File: src/hw/rtl/assert_macros.svh
`ifndef ASSERT_MACROS_SVH
`define ASSERT_MACROS_SVH

// condition must hold at every clock edge out of reset
`define ASSERT_ALWAYS(label, clk, rst_n, cond, msg) \
    label: assert property (@(posedge clk) disable iff (!rst_n) (cond)) else $error(msg);

// consequent must hold in the same cycle as the antecedent
`define ASSERT_IMPLIES(label, clk, rst_n, ante, cons, msg) \
    label: assert property (@(posedge clk) disable iff (!rst_n) (ante) |-> (cons)) \
        else $error(msg);

`endif

File: src/hw/rtl/msce_pkg.sv
`timescale 1ns / 1ps

package msce_pkg;

    localparam int QUEUE_DEPTH = 2;
    localparam logic [7:0] HIDDEN_Y = 8'hFE;
    localparam logic signed [9:0] UP_BIAS = 10'sd3;
    localparam logic [2:0] LAST_POSE_ROW = 3'd6;

    typedef enum logic [2:0] {
        CFG_SCROLL_X_TILE   = 3'd0,
        CFG_SCROLL_X_SCREEN = 3'd1,
        CFG_SCROLL_X_FINE   = 3'd2,
        CFG_SCROLL_Y_TILE   = 3'd3,
        CFG_SCROLL_Y_SCREEN = 3'd4,
        CFG_SCROLL_Y_FINE   = 3'd5
    } t_cfg_idx;

    typedef struct packed {
        logic              visible;
        logic [3:0]        sprite_idx;
        logic signed [9:0] px;
        logic signed [9:0] py;
        logic [2:0]        row;
        logic [1:0]        phase;
    } t_job;

    typedef struct packed {
        logic full;
        logic empty;
    } t_q_stat;

    // bit 6 flip, bits 5..0 tile code; address is {row, phase, quadrant}
    localparam logic [6:0] POSE_ROM [112] = '{
        7'h06, 7'h07, 7'h08, 7'h09, 7'h06, 7'h07, 7'h0a, 7'h0b,
        7'h06, 7'h07, 7'h08, 7'h09, 7'h06, 7'h07, 7'h4b, 7'h4a,
        7'h00, 7'h01, 7'h02, 7'h03, 7'h00, 7'h01, 7'h04, 7'h05,
        7'h00, 7'h01, 7'h02, 7'h03, 7'h00, 7'h01, 7'h45, 7'h44,
        7'h0c, 7'h0d, 7'h0e, 7'h0f, 7'h0c, 7'h0d, 7'h10, 7'h11,
        7'h0c, 7'h0d, 7'h0e, 7'h0f, 7'h0c, 7'h0d, 7'h12, 7'h13,
        7'h4d, 7'h4c, 7'h4f, 7'h4e, 7'h4d, 7'h4c, 7'h51, 7'h50,
        7'h4d, 7'h4c, 7'h4f, 7'h4e, 7'h4d, 7'h4c, 7'h53, 7'h52,
        7'h14, 7'h15, 7'h16, 7'h17, 7'h14, 7'h15, 7'h18, 7'h19,
        7'h14, 7'h15, 7'h18, 7'h19, 7'h14, 7'h15, 7'h18, 7'h19,
        7'h55, 7'h54, 7'h57, 7'h56, 7'h55, 7'h54, 7'h59, 7'h58,
        7'h55, 7'h54, 7'h59, 7'h58, 7'h55, 7'h54, 7'h59, 7'h58,
        7'h1a, 7'h1b, 7'h1c, 7'h1d, 7'h1a, 7'h1b, 7'h1c, 7'h1d,
        7'h1a, 7'h1b, 7'h1c, 7'h1d, 7'h1a, 7'h1b, 7'h1c, 7'h1d
    };

endpackage

File: src/hw/rtl/msce_front.sv
`timescale 1ns / 1ps

module msce_front #(
    parameter int SCREEN_TILES_WIDE = 16,
    parameter int SCREEN_TILES_HIGH = 15,
    parameter int SPRITE_COUNT      = 16
) (
    input  logic                 i_clk,
    input  logic                 i_rst_n,
    input  logic                 i_cfg_we,
    input  logic [2:0]           i_cfg_index,
    input  logic [7:0]           i_cfg_wdata,
    input  logic                 i_in_valid,
    output logic                 o_in_ready,
    input  logic [3:0]           i_sprite_index,
    input  logic [7:0]           i_x_tile,
    input  logic [7:0]           i_x_screen,
    input  logic [3:0]           i_x_fine,
    input  logic [7:0]           i_y_tile,
    input  logic [7:0]           i_y_screen,
    input  logic [3:0]           i_y_fine,
    input  logic [7:0]           i_pose_status,
    input  msce_pkg::t_q_stat    i_q_stat,
    output logic                 o_push,
    output msce_pkg::t_job       o_job
);

    localparam logic [4:0] SPAN_X = 5'(SCREEN_TILES_WIDE);
    localparam logic [4:0] SPAN_Y = 5'(SCREEN_TILES_HIGH);
    localparam logic [4:0] SPRITES = 5'(SPRITE_COUNT);

    logic [7:0] r_sxt, r_sxs, r_syt, r_sys;
    logic [3:0] r_sxf, r_syf;
    logic [7:0] n_sxt, n_sxs, n_syt, n_sys;
    logic [3:0] n_sxf, n_syf;

    logic [5:0] ax, ay;
    logic [2:0] row;

    // returns {in range, tile distance}
    function automatic logic [5:0] axis_tiles(input logic [7:0] tile, input logic [7:0] screen,
                                              input logic [7:0] stile,
                                              input logic [7:0] sscreen,
                                              input logic [4:0] span);
        logic [8:0]        snext;
        logic              same;
        logic              nxt;
        logic signed [10:0] d;
        logic              ok;
        snext = {1'b0, sscreen} + 9'd1;
        same  = (screen == sscreen);
        nxt   = ({1'b0, screen} == snext);
        d     = $signed({3'b000, tile}) - $signed({3'b000, stile})
              + (nxt ? $signed({6'b000000, span}) : 11'sd0);
        ok    = (same || nxt) && !d[10] && (d <= $signed({6'b000000, span}));
        return {ok, d[4:0]};
    endfunction

    always_comb begin
        n_sxt = r_sxt;
        n_sxs = r_sxs;
        n_sxf = r_sxf;
        n_syt = r_syt;
        n_sys = r_sys;
        n_syf = r_syf;
        if (i_cfg_we) begin
            unique case (msce_pkg::t_cfg_idx'(i_cfg_index))
                msce_pkg::CFG_SCROLL_X_TILE:   n_sxt = i_cfg_wdata;
                msce_pkg::CFG_SCROLL_X_SCREEN: n_sxs = i_cfg_wdata;
                msce_pkg::CFG_SCROLL_X_FINE:   n_sxf = i_cfg_wdata[3:0];
                msce_pkg::CFG_SCROLL_Y_TILE:   n_syt = i_cfg_wdata;
                msce_pkg::CFG_SCROLL_Y_SCREEN: n_sys = i_cfg_wdata;
                msce_pkg::CFG_SCROLL_Y_FINE:   n_syf = i_cfg_wdata[3:0];
                default: ;
            endcase
        end
    end

    always_ff @(posedge i_clk) begin
        if (!i_rst_n) begin
            r_sxt <= '0;
            r_sxs <= '0;
            r_sxf <= '0;
            r_syt <= '0;
            r_sys <= '0;
            r_syf <= '0;
        end else begin
            r_sxt <= n_sxt;
            r_sxs <= n_sxs;
            r_sxf <= n_sxf;
            r_syt <= n_syt;
            r_sys <= n_sys;
            r_syf <= n_syf;
        end
    end

    always_comb begin
        ax  = axis_tiles(i_x_tile, i_x_screen, r_sxt, r_sxs, SPAN_X);
        ay  = axis_tiles(i_y_tile, i_y_screen, r_syt, r_sys, SPAN_Y);
        row = (i_pose_status[7:4] > {1'b0, msce_pkg::LAST_POSE_ROW})
            ? msce_pkg::LAST_POSE_ROW : i_pose_status[6:4];

        o_job.visible    = ax[5] && ay[5];
        o_job.sprite_idx = i_sprite_index;
        o_job.px = $signed({1'b0, ax[4:0], 4'b0000}) + $signed({6'b000000, i_x_fine})
                 - $signed({6'b000000, r_sxf});
        o_job.py = $signed({1'b0, ay[4:0], 4'b0000}) + $signed({6'b000000, i_y_fine})
                 - $signed({6'b000000, r_syf}) - msce_pkg::UP_BIAS;
        o_job.row   = row;
        o_job.phase = i_pose_status[1:0];
    end

    assign o_in_ready = !i_q_stat.full;
    // sprites past the configured count are taken and dropped
    assign o_push = i_in_valid && o_in_ready && ({1'b0, i_sprite_index} < SPRITES);

endmodule

File: src/hw/rtl/msce_queue.sv
`timescale 1ns / 1ps

module msce_queue (
    input  logic               i_clk,
    input  logic               i_rst_n,
    input  logic               i_push,
    input  msce_pkg::t_job     i_job,
    input  logic               i_pop,
    output msce_pkg::t_job     o_head,
    output msce_pkg::t_q_stat  o_stat
);

    localparam int DEPTH = msce_pkg::QUEUE_DEPTH;
    localparam int PTR_W = (DEPTH > 1) ? $clog2(DEPTH) : 1;
    localparam int CNT_W = $clog2(DEPTH + 1);

    msce_pkg::t_job r_mem [DEPTH];
    logic [PTR_W-1:0] r_wr_ptr, r_rd_ptr, n_wr_ptr, n_rd_ptr;
    logic [CNT_W-1:0] r_count, n_count;
    logic do_push, do_pop;

    assign o_stat.full  = (r_count == CNT_W'(DEPTH));
    assign o_stat.empty = (r_count == '0);
    assign o_head       = r_mem[r_rd_ptr];

    assign do_push = i_push && !o_stat.full;
    assign do_pop  = i_pop && !o_stat.empty;

    always_comb begin
        n_wr_ptr = r_wr_ptr;
        n_rd_ptr = r_rd_ptr;
        n_count  = r_count;
        if (do_push) begin
            n_wr_ptr = (r_wr_ptr == PTR_W'(DEPTH - 1)) ? '0 : r_wr_ptr + 1'b1;
        end
        if (do_pop) begin
            n_rd_ptr = (r_rd_ptr == PTR_W'(DEPTH - 1)) ? '0 : r_rd_ptr + 1'b1;
        end
        priority if (do_push && !do_pop) begin
            n_count = r_count + 1'b1;
        end else if (do_pop && !do_push) begin
            n_count = r_count - 1'b1;
        end else begin
            n_count = r_count;
        end
    end

    always_ff @(posedge i_clk) begin
        if (!i_rst_n) begin
            r_wr_ptr <= '0;
            r_rd_ptr <= '0;
            r_count  <= '0;
        end else begin
            r_wr_ptr <= n_wr_ptr;
            r_rd_ptr <= n_rd_ptr;
            r_count  <= n_count;
        end
    end

    always_ff @(posedge i_clk) begin
        if (do_push) begin
            r_mem[r_wr_ptr] <= i_job;
        end
    end

endmodule

File: src/hw/rtl/msce_back.sv
`timescale 1ns / 1ps

module msce_back (
    input  logic               i_clk,
    input  logic               i_rst_n,
    input  msce_pkg::t_job     i_head,
    input  msce_pkg::t_q_stat  i_q_stat,
    output logic               o_pop,
    output logic               o_out_valid,
    input  logic               i_out_ready,
    output logic [5:0]         o_oam_entry,
    output logic [7:0]         o_x_pos,
    output logic [7:0]         o_y_pos,
    output logic               o_x_written,
    output logic [5:0]         o_tile_code,
    output logic               o_flip,
    output logic               o_tile_written,
    output logic               o_last
);

    logic       r_out_valid, n_out_valid;
    logic [1:0] r_quad, n_quad;
    logic [5:0] r_entry, n_entry;
    logic [7:0] r_x, n_x, r_y, n_y;
    logic       r_xw, n_xw, r_flip, n_flip, r_tw, n_tw, r_last, n_last;
    logic [5:0] r_tile, n_tile;

    logic              out_free, take;
    logic signed [9:0] qx, qy;
    logic [6:0]        rom_v;
    logic              on_screen;

    assign out_free = !r_out_valid || i_out_ready;
    assign take     = !i_q_stat.empty && out_free;
    // job leaves the queue with its fourth quadrant
    assign o_pop    = take && (r_quad == 2'd3);

    always_comb begin
        qx = i_head.px + (r_quad[0] ? 10'sd8 : 10'sd0);
        qy = i_head.py + (r_quad[1] ? 10'sd8 : 10'sd0);
        on_screen = (qx[9:8] == 2'b00) && (qy[9:8] == 2'b00);
        rom_v = msce_pkg::POSE_ROM[{i_head.row, i_head.phase, r_quad}];
    end

    always_comb begin
        n_out_valid = r_out_valid;
        n_quad  = r_quad;
        n_entry = r_entry;
        n_x     = r_x;
        n_y     = r_y;
        n_xw    = r_xw;
        n_tile  = r_tile;
        n_flip  = r_flip;
        n_tw    = r_tw;
        n_last  = r_last;
        if (out_free) begin
            n_out_valid = take;
        end
        if (take) begin
            n_quad  = r_quad + 2'd1;
            n_entry = {i_head.sprite_idx, r_quad};
            n_last  = (r_quad == 2'd3);
            n_x     = '0;
            n_y     = msce_pkg::HIDDEN_Y;
            n_xw    = 1'b0;
            n_tile  = '0;
            n_flip  = 1'b0;
            n_tw    = 1'b0;
            if (i_head.visible) begin
                n_tile = rom_v[5:0];
                n_flip = rom_v[6];
                n_tw   = 1'b1;
                if (on_screen) begin
                    n_x  = qx[7:0];
                    n_y  = qy[7:0];
                    n_xw = 1'b1;
                end
            end
        end
    end

    always_ff @(posedge i_clk) begin
        if (!i_rst_n) begin
            r_out_valid <= 1'b0;
            r_quad      <= '0;
        end else begin
            r_out_valid <= n_out_valid;
            r_quad      <= n_quad;
        end
    end

    always_ff @(posedge i_clk) begin
        r_entry <= n_entry;
        r_x     <= n_x;
        r_y     <= n_y;
        r_xw    <= n_xw;
        r_tile  <= n_tile;
        r_flip  <= n_flip;
        r_tw    <= n_tw;
        r_last  <= n_last;
    end

    assign o_out_valid    = r_out_valid;
    assign o_oam_entry    = r_entry;
    assign o_x_pos        = r_x;
    assign o_y_pos        = r_y;
    assign o_x_written    = r_xw;
    assign o_tile_code    = r_tile;
    assign o_flip         = r_flip;
    assign o_tile_written = r_tw;
    assign o_last         = r_last;

endmodule

File: src/hw/rtl/metasprite_cull_and_expand_core.sv
`timescale 1ns / 1ps
`include "assert_macros.svh"

// Turns one 16x16 sprite into four 8x8 attribute entries (top-left, top-right,
// bottom-left, bottom-right, the fourth flagged last). The front stage culls
// and positions the sprite in the cycle it is accepted and drops it into a
// two-deep queue; the back stage emits one entry per cycle from the queue head
// into an output register, unless the receiver stalls. A sprite occupies the
// output port for its four entries; the first entry passes through the queue
// and then the output register. Input ready falls only while two sprites
// wait in the queue. Sprites whose index is not below SPRITE_COUNT
// are accepted and produce no entries. Scroll registers are written at any
// edge with i_cfg_we high and should be changed only while the block is idle.
module metasprite_cull_and_expand_core #(
    parameter int SCREEN_TILES_WIDE = 16,
    parameter int SCREEN_TILES_HIGH = 15,
    parameter int SPRITE_COUNT      = 16
) (
    input  logic       i_clk,
    input  logic       i_rst_n,
    input  logic       i_cfg_we,
    input  logic [2:0] i_cfg_index,
    input  logic [7:0] i_cfg_wdata,
    input  logic       i_in_valid,
    output logic       o_in_ready,
    input  logic [3:0] i_sprite_index,
    input  logic [7:0] i_x_tile,
    input  logic [7:0] i_x_screen,
    input  logic [3:0] i_x_fine,
    input  logic [7:0] i_y_tile,
    input  logic [7:0] i_y_screen,
    input  logic [3:0] i_y_fine,
    input  logic [7:0] i_pose_status,
    output logic       o_out_valid,
    input  logic       i_out_ready,
    output logic [5:0] o_oam_entry,
    output logic [7:0] o_x_pos,
    output logic [7:0] o_y_pos,
    output logic       o_x_written,
    output logic [5:0] o_tile_code,
    output logic       o_flip,
    output logic       o_tile_written,
    output logic       o_last
);

    msce_pkg::t_job    job_in, job_head;
    msce_pkg::t_q_stat q_stat;
    logic              push, pop;

    msce_front #(
        .SCREEN_TILES_WIDE (SCREEN_TILES_WIDE),
        .SCREEN_TILES_HIGH (SCREEN_TILES_HIGH),
        .SPRITE_COUNT      (SPRITE_COUNT)
    ) u_front (
        .i_clk          (i_clk),
        .i_rst_n        (i_rst_n),
        .i_cfg_we       (i_cfg_we),
        .i_cfg_index    (i_cfg_index),
        .i_cfg_wdata    (i_cfg_wdata),
        .i_in_valid     (i_in_valid),
        .o_in_ready     (o_in_ready),
        .i_sprite_index (i_sprite_index),
        .i_x_tile       (i_x_tile),
        .i_x_screen     (i_x_screen),
        .i_x_fine       (i_x_fine),
        .i_y_tile       (i_y_tile),
        .i_y_screen     (i_y_screen),
        .i_y_fine       (i_y_fine),
        .i_pose_status  (i_pose_status),
        .i_q_stat       (q_stat),
        .o_push         (push),
        .o_job          (job_in)
    );

    msce_queue u_queue (
        .i_clk   (i_clk),
        .i_rst_n (i_rst_n),
        .i_push  (push),
        .i_job   (job_in),
        .i_pop   (pop),
        .o_head  (job_head),
        .o_stat  (q_stat)
    );

    msce_back u_back (
        .i_clk          (i_clk),
        .i_rst_n        (i_rst_n),
        .i_head         (job_head),
        .i_q_stat       (q_stat),
        .o_pop          (pop),
        .o_out_valid    (o_out_valid),
        .i_out_ready    (i_out_ready),
        .o_oam_entry    (o_oam_entry),
        .o_x_pos        (o_x_pos),
        .o_y_pos        (o_y_pos),
        .o_x_written    (o_x_written),
        .o_tile_code    (o_tile_code),
        .o_flip         (o_flip),
        .o_tile_written (o_tile_written),
        .o_last         (o_last)
    );

    // last flag must track the quadrant number
    `ASSERT_IMPLIES(a_last_quadrant, i_clk, i_rst_n, o_out_valid, (o_last == (o_oam_entry[1:0] == 2'b11)), "last flag does not match quadrant")
    // an entry without x update is a hidden one
    `ASSERT_IMPLIES(a_hidden_entry, i_clk, i_rst_n, o_out_valid && !o_x_written, (o_y_pos == msce_pkg::HIDDEN_Y) && (o_x_pos == 8'd0), "hidden entry carries a position")
    // a culled sprite writes nothing but the hidden y
    `ASSERT_IMPLIES(a_culled_entry, i_clk, i_rst_n, o_out_valid && !o_tile_written, !o_x_written && (o_tile_code == 6'd0) && !o_flip, "culled entry carries data")
    // the back stage never pops an empty queue
    `ASSERT_ALWAYS(a_queue_flow, i_clk, i_rst_n, !(pop && q_stat.empty), "pop from empty queue")

endmodule

File: config.mk
export PLATFORM = sky130hd
export DESIGN_NAME = metasprite_cull_and_expand_core
export DESIGN_NICKNAME = d
export VERILOG_FILES = /design/src/hw/rtl/msce_pkg.sv /design/src/hw/rtl/msce_front.sv /design/src/hw/rtl/msce_queue.sv /design/src/hw/rtl/msce_back.sv /design/src/hw/rtl/metasprite_cull_and_expand_core.sv
export VERILOG_INCLUDE_DIRS = /design/src /design/src/hw/rtl
export SDC_FILE = /design/constraint.sdc
export NUM_CORES = 1
export LEC_CHECK = 0
export CELL_PAD_IN_SITES_DETAIL_PLACEMENT = 1
export CELL_PAD_IN_SITES_GLOBAL_PLACEMENT = 1
export CORE_MARGIN = 5
export CORE_UTILIZATION = 55
export CTS_BUF_LIST = sky130_fd_sc_hd__clkbuf_16
export DETAILED_ROUTE_END_ITERATION = 7
export DONT_BUFFER_PORTS = 1
export PLACE_DENSITY = 0.94
export SETUP_SLACK_MARGIN = 0.1
export SLEW_MARGIN = 20
export SYNTH_ARGS = -nofsm -noshare
export SYNTH_HDL_FRONTEND = slang
export SYNTH_SLANG_ARGS = --single-unit
File: constraint.sdc
create_clock -name i_clk -period 7.12 [get_ports i_clk]
set_input_delay 1.068 -clock i_clk [delete_from_list [all_inputs] [get_ports i_clk]]
set_output_delay 1.068 -clock i_clk [all_outputs]
set_load 0.005 [all_outputs]
# Word-level counts from Yosys, hierarchy flattened
# Memory sizes are Yosys's and may differ from the RTL's. A register that Yosys moved wholly into a read port is not among the register bits.
# Index checks and enable logic that the tools add are counted.
# word_totals
register_bits	72
ram_bits	60
mem_bits_ro	896
input_bits	68
output_inout_bits	34
wordCells	103
memories	2
# memory_table
memory	depth	width	rd	rd_ports_with_merged_regs	wr	line_no	text
(name not given)	128	7	1	1	0	msce_back.sv:42	rom_v = msce_pkg::POSE_ROM[{i_head.row, i_head.phase, r_quad}];
u_queue.r_mem	2	30	1	1	1	msce_queue.sv:17	msce_pkg::t_job r_mem [DEPTH];
# op_classes
n_addsub	18
n_lt_le_gt_ge	3
n_eq_ne	11
muxes	15
n_bitwise	1
reduce_logical	36
# ops
operator	count
$add A11 B11 Y11	2
$add A10 B10 Y10	2
$add A9 B4 Y10	2
$sub A10 B5 Y10	2
$add A8 B1 Y9 const B	2
$eq A8 B9 Y1	2
$sub A8 B8 Y9	2
$eq A8 B8 Y1	2
$reduce_and A2 Y1	7
$logic_and A1 B1 Y1	13
$mux W4	3
$le A11 B5 Y1 const B	1
$le A11 B6 Y1 const B	1
$sub A10 B3 Y10 const B	1
$logic_not A1 Y1	8
$mux W1	8
$not A7 Y8	1
$eq A3 B2 Y1 const B	2
$eq A3 B3 Y1 const B	2
$logic_not A2 Y1	3
$mux W5	1
$add A2 B1 Y2 const B	2
$eq A2 B2 Y1 const B	2
$gt A4 B3 Y1 const B	1
8 further kinds	12

# Logic depth before layout (Yosys ltp)
# depth
ltp_word	8
depth_mapped	15
depth_no_buf	13

# Cells and area by module
# A second synthesis with hierarchy kept.
# hier_totals
cells_unflattened	715
area_unflattened_um2	7762.4
# by_module_without_submodules
mod	instances	cells_per_inst	area_each_um2	seq_area_each_um2
msce_front	1	466	3734.8	800.8
msce_queue	1	118	2388.5	1901.8
msce_back	1	131	1639.1	991.0

# Worst setup path after synthesis
# OpenSTA, ideal clock, no wires.
# synth_path
path_kind	input-to-reg
startpoint	input port i_y_screen[7]
endpoint	memory u_queue.r_mem[0][29] (netlist name), data pin
setup_ns	0.191
arrival_time_ns	3.936
t_required_ns	6.929
setup_slack_ns	2.992
path_stages	11
cell_sequence	nand3b_1 a2111oi_2 o32ai_1 nor4_2 ha_1 fa_1 a21o_1 a21oi_1 nand3b_1 or4_4 a2111oi_4
# synth_lines
item	line_no	text
start: declaration	metasprite_cull_and_expand_core.sv:31	input logic [7:0] i_y_screen,
end: declaration	msce_queue.sv:17	

==> summary.txt <==
GLOBAL ROUTING
--------------------------------------------------------------------------------------------------
Wire length of the first global-routing pass                                               33.2 mm
Largest net degree at the start of global routing                                               49
Grt total ovfl                                                                                   0
Antenna violations before repair                                                                 0
Vias in the first global route                                                                6203
Total GRT Usage                                                                              26.3%

YOSYS
--------------------------------------------------------------------------------------------------
Fraction of synthesized area in multiplexers                                                 6.85%
Post-synthesis instance area                                                           0.00772 mm2
Proportion of synthesized chip area in sequential cells                                      47.8%
Library cell with the largest summed area after synthesis                             sky130_fd_sc_hd__edfxtp_1
Mean area per synthesized cell                                                            10.8 um2
Share of the synthesized area in the top cell type                                           35.4%
Main area contributors after synthesis                                                sky130_fd_sc_hd__edfxtp_1 35%, sky130_fd_sc_hd__dfxtp_1 12%, sky130_fd_sc_hd__ha_1 6.8%, sky130_fd_sc_hd__mux2i_1 4.7%, sky130_fd_sc_hd__nand2_1 3.9%
Number of flops mapped to enable cells by yosys                                                 91
Post-synth ARST share                                                                           0%
Compound-Gate Fraction of Synth Area                                                         11.7%
Count of cell types in the netlist                                                              66
Synth Register Bits                                                                            139
Simple logic cell fraction of the synthesized area                                           14.8%
Share of synthesized cell area in full adder, half adder and majority cells                  8.10%
Dominant combinational cell family by area after synthesis                            simple AND/OR/NAND/NOR gates
Post-Synthesis Net Count                                                                       833
Yosys warning count                                                                              0
Primary flip-flop cell chosen by synthesis mapping                                    sky130_fd_sc_hd__edfxtp_1
Post-synthesis instance total                                                                  718
Fraction of synthesized cell area in xor and xnor cells                                      6.87%

FINAL LAYOUT
--------------------------------------------------------------------------------------------------
Final standard cell utilization of the core                                                  60.9%
Final antenna diode count                                                                        0
Final-stage net count                                                                          836
Proportion of layout cells with a drive suffix above 1                                       8.87%
Count of filler cells inserted in the layout                                                  1426
Area growth from synthesis to layout                                                         9.03%
Post-route cell area                                                                   0.00842 mm2
Non-filler cells in the finished layout                                                        913

FLOORPLAN
--------------------------------------------------------------------------------------------------
Starting density of the core                                                                 55.8%
Core area                                                                               0.0138 mm2
Chip width                                                                                  128 um
Die extent in y                                                                             128 um
Number of ports placed on the die boundary                                                     102
Die area                                                                                0.0165 mm2
Row count                                                                                       43

CRITICAL PATH
--------------------------------------------------------------------------------------------------
Required time at the worst-slack endpoint                                                  7330 ps
Worst path most repeated cell                                                         sky130_fd_sc_hd__nand3b_1
Number of buffers and inverters on the critical path                                             0
Arrival time reported for the critical path endpoint                                       4430 ps
Dominant delay contributor by cell family on the critical path                        simple AND/OR/NAND/NOR gates
Critical Path, Cell by Cell                                                           nand3b_1 > a2111oi_2 > o32ai_1 > nor4_2 > ha_1 > fa_1 > a21o_1 > a21oi_1 > nand3b_1 > or4_4 > a2111oi_4
Nature of the critical path startpoint                                                primary input
CP max FO                                                                                        6
Type of the setup path with the least slack                                           primary input to flip-flop
Critical-path top delay cell                                                          sky130_fd_sc_hd__nor4_2
Critical path's largest stage delay                                                         740 ps
Sort of element at the end of the critical path                                          flip-flop

CLOCK NETWORK
--------------------------------------------------------------------------------------------------
Resized Gates After CTS                                                                          0
Number of clock buffers inserted by TritonCTS                                                   17
CTS max path bufs                                                                                2
CTS hold repair buffers                                                                          0
Clk Latency, worst-skew pair                                                                430 ps
CTS H-tree depth                                                                                 4
Post-CTS Repair Setup Buffers                                                                    0
TritonCTS clock tree                                                                         built
CTS root buffer                                                                       sky130_fd_sc_hd__clkbuf_16
Clk sink count                                                                                 139
Clock transition time at the flip-flop clock pins of the worst setup and hold paths          70 ps

TIMING
--------------------------------------------------------------------------------------------------
Worst clock skew                                                                           13.3 ps
Final cycle utilization of the critical path                                                 59.3%
Transition time at the pin with the least slew margin                                       956 ps
Minimum clock period                                                                       4220 ps
Hold Vio Cnt, Final                                                                              0
Finish-stage setup viols                                                                         0
Fmax achieved                                                                            0.237 GHz
Setup TNS                                                                                     0 ps
RSZ-0062 raised after global routing                                                         false
Number of max-slew violations in the final report                                                0
Worst slew margin relative to its limit                                                      36.1%

POWER AND IR DROP
--------------------------------------------------------------------------------------------------
Share of total power in sequential cells                                                     48.1%
Internal power component                                                                   1.53 mW
Clock power frac                                                                             37.5%
Total leakage power                                                                        2.99 nW
PD cells                                                                                253 mW/mm2
Sw frac                                                                                      28.2%
Overall power of the completed layout                                                      2.13 mW
Max IR drop VDD                                                                           0.174 mV
P_sw                                                                                        602 uW
Relative contribution of combinational cells to total power                                  14.4%

PLACE
--------------------------------------------------------------------------------------------------
HPWL reported at the end of detailed placement                                             14.8 mm
I/O Buffers                                                                                      0
Gpl congestion                                                                               0.816
Placed Instance Area                                                                   0.00789 mm2
DP Cell Count                                                                                  882

RUN STATUS
--------------------------------------------------------------------------------------------------
Run status                                                                            finished clean

ROUTING
--------------------------------------------------------------------------------------------------
Remaining antenna violation count                                                                0
Detailed-routing iteration count for the pre-antenna-repair pass                                 4
Detailed-route via count                                                                      5445
DR iter-0 viols                                                                                325
DR vias/cell                                                                                  5.96
Routed wirelength normalized by instance count                                             22.6 um
Sum of routed wire length over all layers                                                  20.7 mm
DRC                                                                                              0

WORST HOLD PATH
--------------------------------------------------------------------------------------------------
Path category of the worst min-delay check                                            flip-flop to flip-flop

RUN
--------------------------------------------------------------------------------------------------
Maximum capacitance violations                                                                   0

## worst reg2reg max path, delay by kind of cell (launching register included)
family / cells / cell delay, ps
adders and majority gates: 2 / 590
and+or+nand+nor: 4 / 1750
DFF: 1 / 500
AOI/OAI and AO/OA: 5 / 1130
## stage by stage
| stage | worst slack, ps | hold slack, ps |
|---|---|---|
| 2_1_floorplan | 2990 | 443 |
| 3_3_place_gp | 2700 | 449 |
| 3_5_place_dp | 2530 | 463 |
| 4_1_cts | 2910 | 471 |
| 5_1_grt | 2640 | 492 |
| 6_report | 2900 | 470 |
## kinds of logic after synthesis
kind of cell,after synthesis
compound gates,125
xor+xnor,59
fa+ha+maj,47
buf+inv,73
flops,139
mux,51
other cells,1
simple gates,223
## state kept, by name, summed over array words and instances, names as in the netlist, 2 cells and up, named ones only
name and cells:
u_front.r_syt 8, u_queue.r_mem 60, u_front.r_sxt 8, u_queue.r_count 2
u_back.r_quad 2, u_back.o_oam_entry 6, u_back.o_y_pos 8, u_front.r_sxf 4
u_back.o_x_pos 8, u_front.r_sxs 8, u_back.o_tile_code 5, u_front.r_sys 8
u_front.r_syf 4
## synth_stat cells, types with 5 or more instances
| cell | n |
|---|---|
| sky130_fd_sc_hd__nor2b_1 | 32 |
| sky130_fd_sc_hd__clkbuf_1 | 11 |
| sky130_fd_sc_hd__dfxtp_1 | 48 |
| sky130_fd_sc_hd__nor3_1 | 11 |
| sky130_fd_sc_hd__nand2_1 | 81 |
| sky130_fd_sc_hd__a21oi_1 | 30 |
| sky130_fd_sc_hd__xor2_1 | 26 |
| sky130_fd_sc_hd__and2_1 | 11 |
| sky130_fd_sc_hd__o21ai_0 | 10 |
| sky130_fd_sc_hd__or2_2 | 5 |
| sky130_fd_sc_hd__inv_1 | 53 |
| sky130_fd_sc_hd__nor2_1 | 27 |
| sky130_fd_sc_hd__a32oi_1 | 5 |
| sky130_fd_sc_hd__a21boi_0 | 26 |
| sky130_fd_sc_hd__edfxtp_1 | 91 |
| sky130_fd_sc_hd__ha_1 | 42 |
| sky130_fd_sc_hd__a21o_1 | 9 |
| sky130_fd_sc_hd__a211oi_1 | 5 |
| sky130_fd_sc_hd__mux2_2 | 15 |
| sky130_fd_sc_hd__and3_1 | 7 |
| sky130_fd_sc_hd__fa_1 | 5 |
| sky130_fd_sc_hd__nand2b_1 | 10 |
| sky130_fd_sc_hd__mux2i_1 | 36 |
| sky130_fd_sc_hd__nand3_1 | 11 |
| sky130_fd_sc_hd__xnor2_1 | 32 |
| sky130_fd_sc_hd__o21a_1 | 5 |
## area by class of cell
| class | count | area [um2] | area share (%) |
|---|---|---|---|
| clock inverters | 14 | 97.6 | 1.16 |
| clock buffers | 17 | 425 | 5.05 |
| inverters | 53 | 199 | 2.36 |
| well taps | 180 | 225 | 2.68 |
| repair buffers | 4 | 30.0 | 0.357 |
| multi-input cells | 506 | 3740 | 44.5 |
| flip-flops and latches | 139 | 3700 | 43.9 |
## layer usage
metal | vias up | track usage, % | routed length, um
li1 | 2560 | - | -
met1 | 2678 | 27.6 | 7630
met2 | 167 | 49.5 | 11300
met3 | 40 | 7.47 | 1140
met4 | 0 | 9.74 | 615
met5 | - | 0 | 0
## worst paths after layout
kind / from / to / slack (ps) / cells past startpoint
worst max-delay path: i_y_screen[7] / u_queue.r_mem[0][29] / 2900 / 11
worst min-delay path: u_front.r_syt[2] / u_front.r_syt[2] / 470 / 2
worst max register to register: u_front.r_sys[2] / u_queue.r_mem[0][29] / 2940 / 11
worst min register to register: u_front.r_syt[2] / u_front.r_syt[2] / 470 / 2
## power groups by stage
stage | sequential [mW] | combinational (mW) | clock [mW]
2_1_floorplan | 1.02 | 0.228 | 0
3_3_place_gp | 1.03 | 0.266 | 0
3_5_place_dp | 1.04 | 0.299 | 0
4_1_cts | 1.03 | 0.308 | 0.808
5_1_grt | 1.03 | 0.336 | 0.853
6_report | 1.03 | 0.307 | 0.800
## cells in the final DEF (no fill, tap or decap), types with 4 or more instances in the layout
| master | n |
|---|---|
| sky130_fd_sc_hd__a21o_1 | 9 |
| sky130_fd_sc_hd__nor3_1 | 11 |
| sky130_fd_sc_hd__clkbuf_16 | 17 |
| sky130_fd_sc_hd__fa_1 | 5 |
| sky130_fd_sc_hd__nor2_1 | 25 |
| sky130_fd_sc_hd__nand3b_1 | 4 |
| sky130_fd_sc_hd__nand3_1 | 11 |
| sky130_fd_sc_hd__mux2_2 | 15 |
| sky130_fd_sc_hd__nor2b_1 | 32 |
| sky130_fd_sc_hd__xnor2_1 | 32 |
| sky130_fd_sc_hd__dfxtp_1 | 47 |
| sky130_fd_sc_hd__nand2b_1 | 10 |
| sky130_fd_sc_hd__nand2_1 | 81 |
| sky130_fd_sc_hd__buf_4 | 4 |
| sky130_fd_sc_hd__mux2i_1 | 36 |
| sky130_fd_sc_hd__and2_1 | 11 |
| sky130_fd_sc_hd__ha_1 | 42 |
| sky130_fd_sc_hd__o21ai_0 | 10 |
| sky130_fd_sc_hd__edfxtp_1 | 91 |
| sky130_fd_sc_hd__nand4_1 | 4 |
| sky130_fd_sc_hd__o21ai_1 | 4 |
| sky130_fd_sc_hd__a32oi_1 | 5 |
| sky130_fd_sc_hd__a21oi_1 | 30 |
| sky130_fd_sc_hd__xor2_1 | 26 |
| sky130_fd_sc_hd__a211oi_1 | 5 |
| sky130_fd_sc_hd__or2_2 | 5 |
| sky130_fd_sc_hd__inv_6 | 5 |
| sky130_fd_sc_hd__and3_1 | 7 |
| sky130_fd_sc_hd__a21boi_0 | 26 |
| sky130_fd_sc_hd__inv_1 | 54 |
| sky130_fd_sc_hd__o21a_1 | 5 |
No activity file was read; power rests on OpenSTA's default activity.
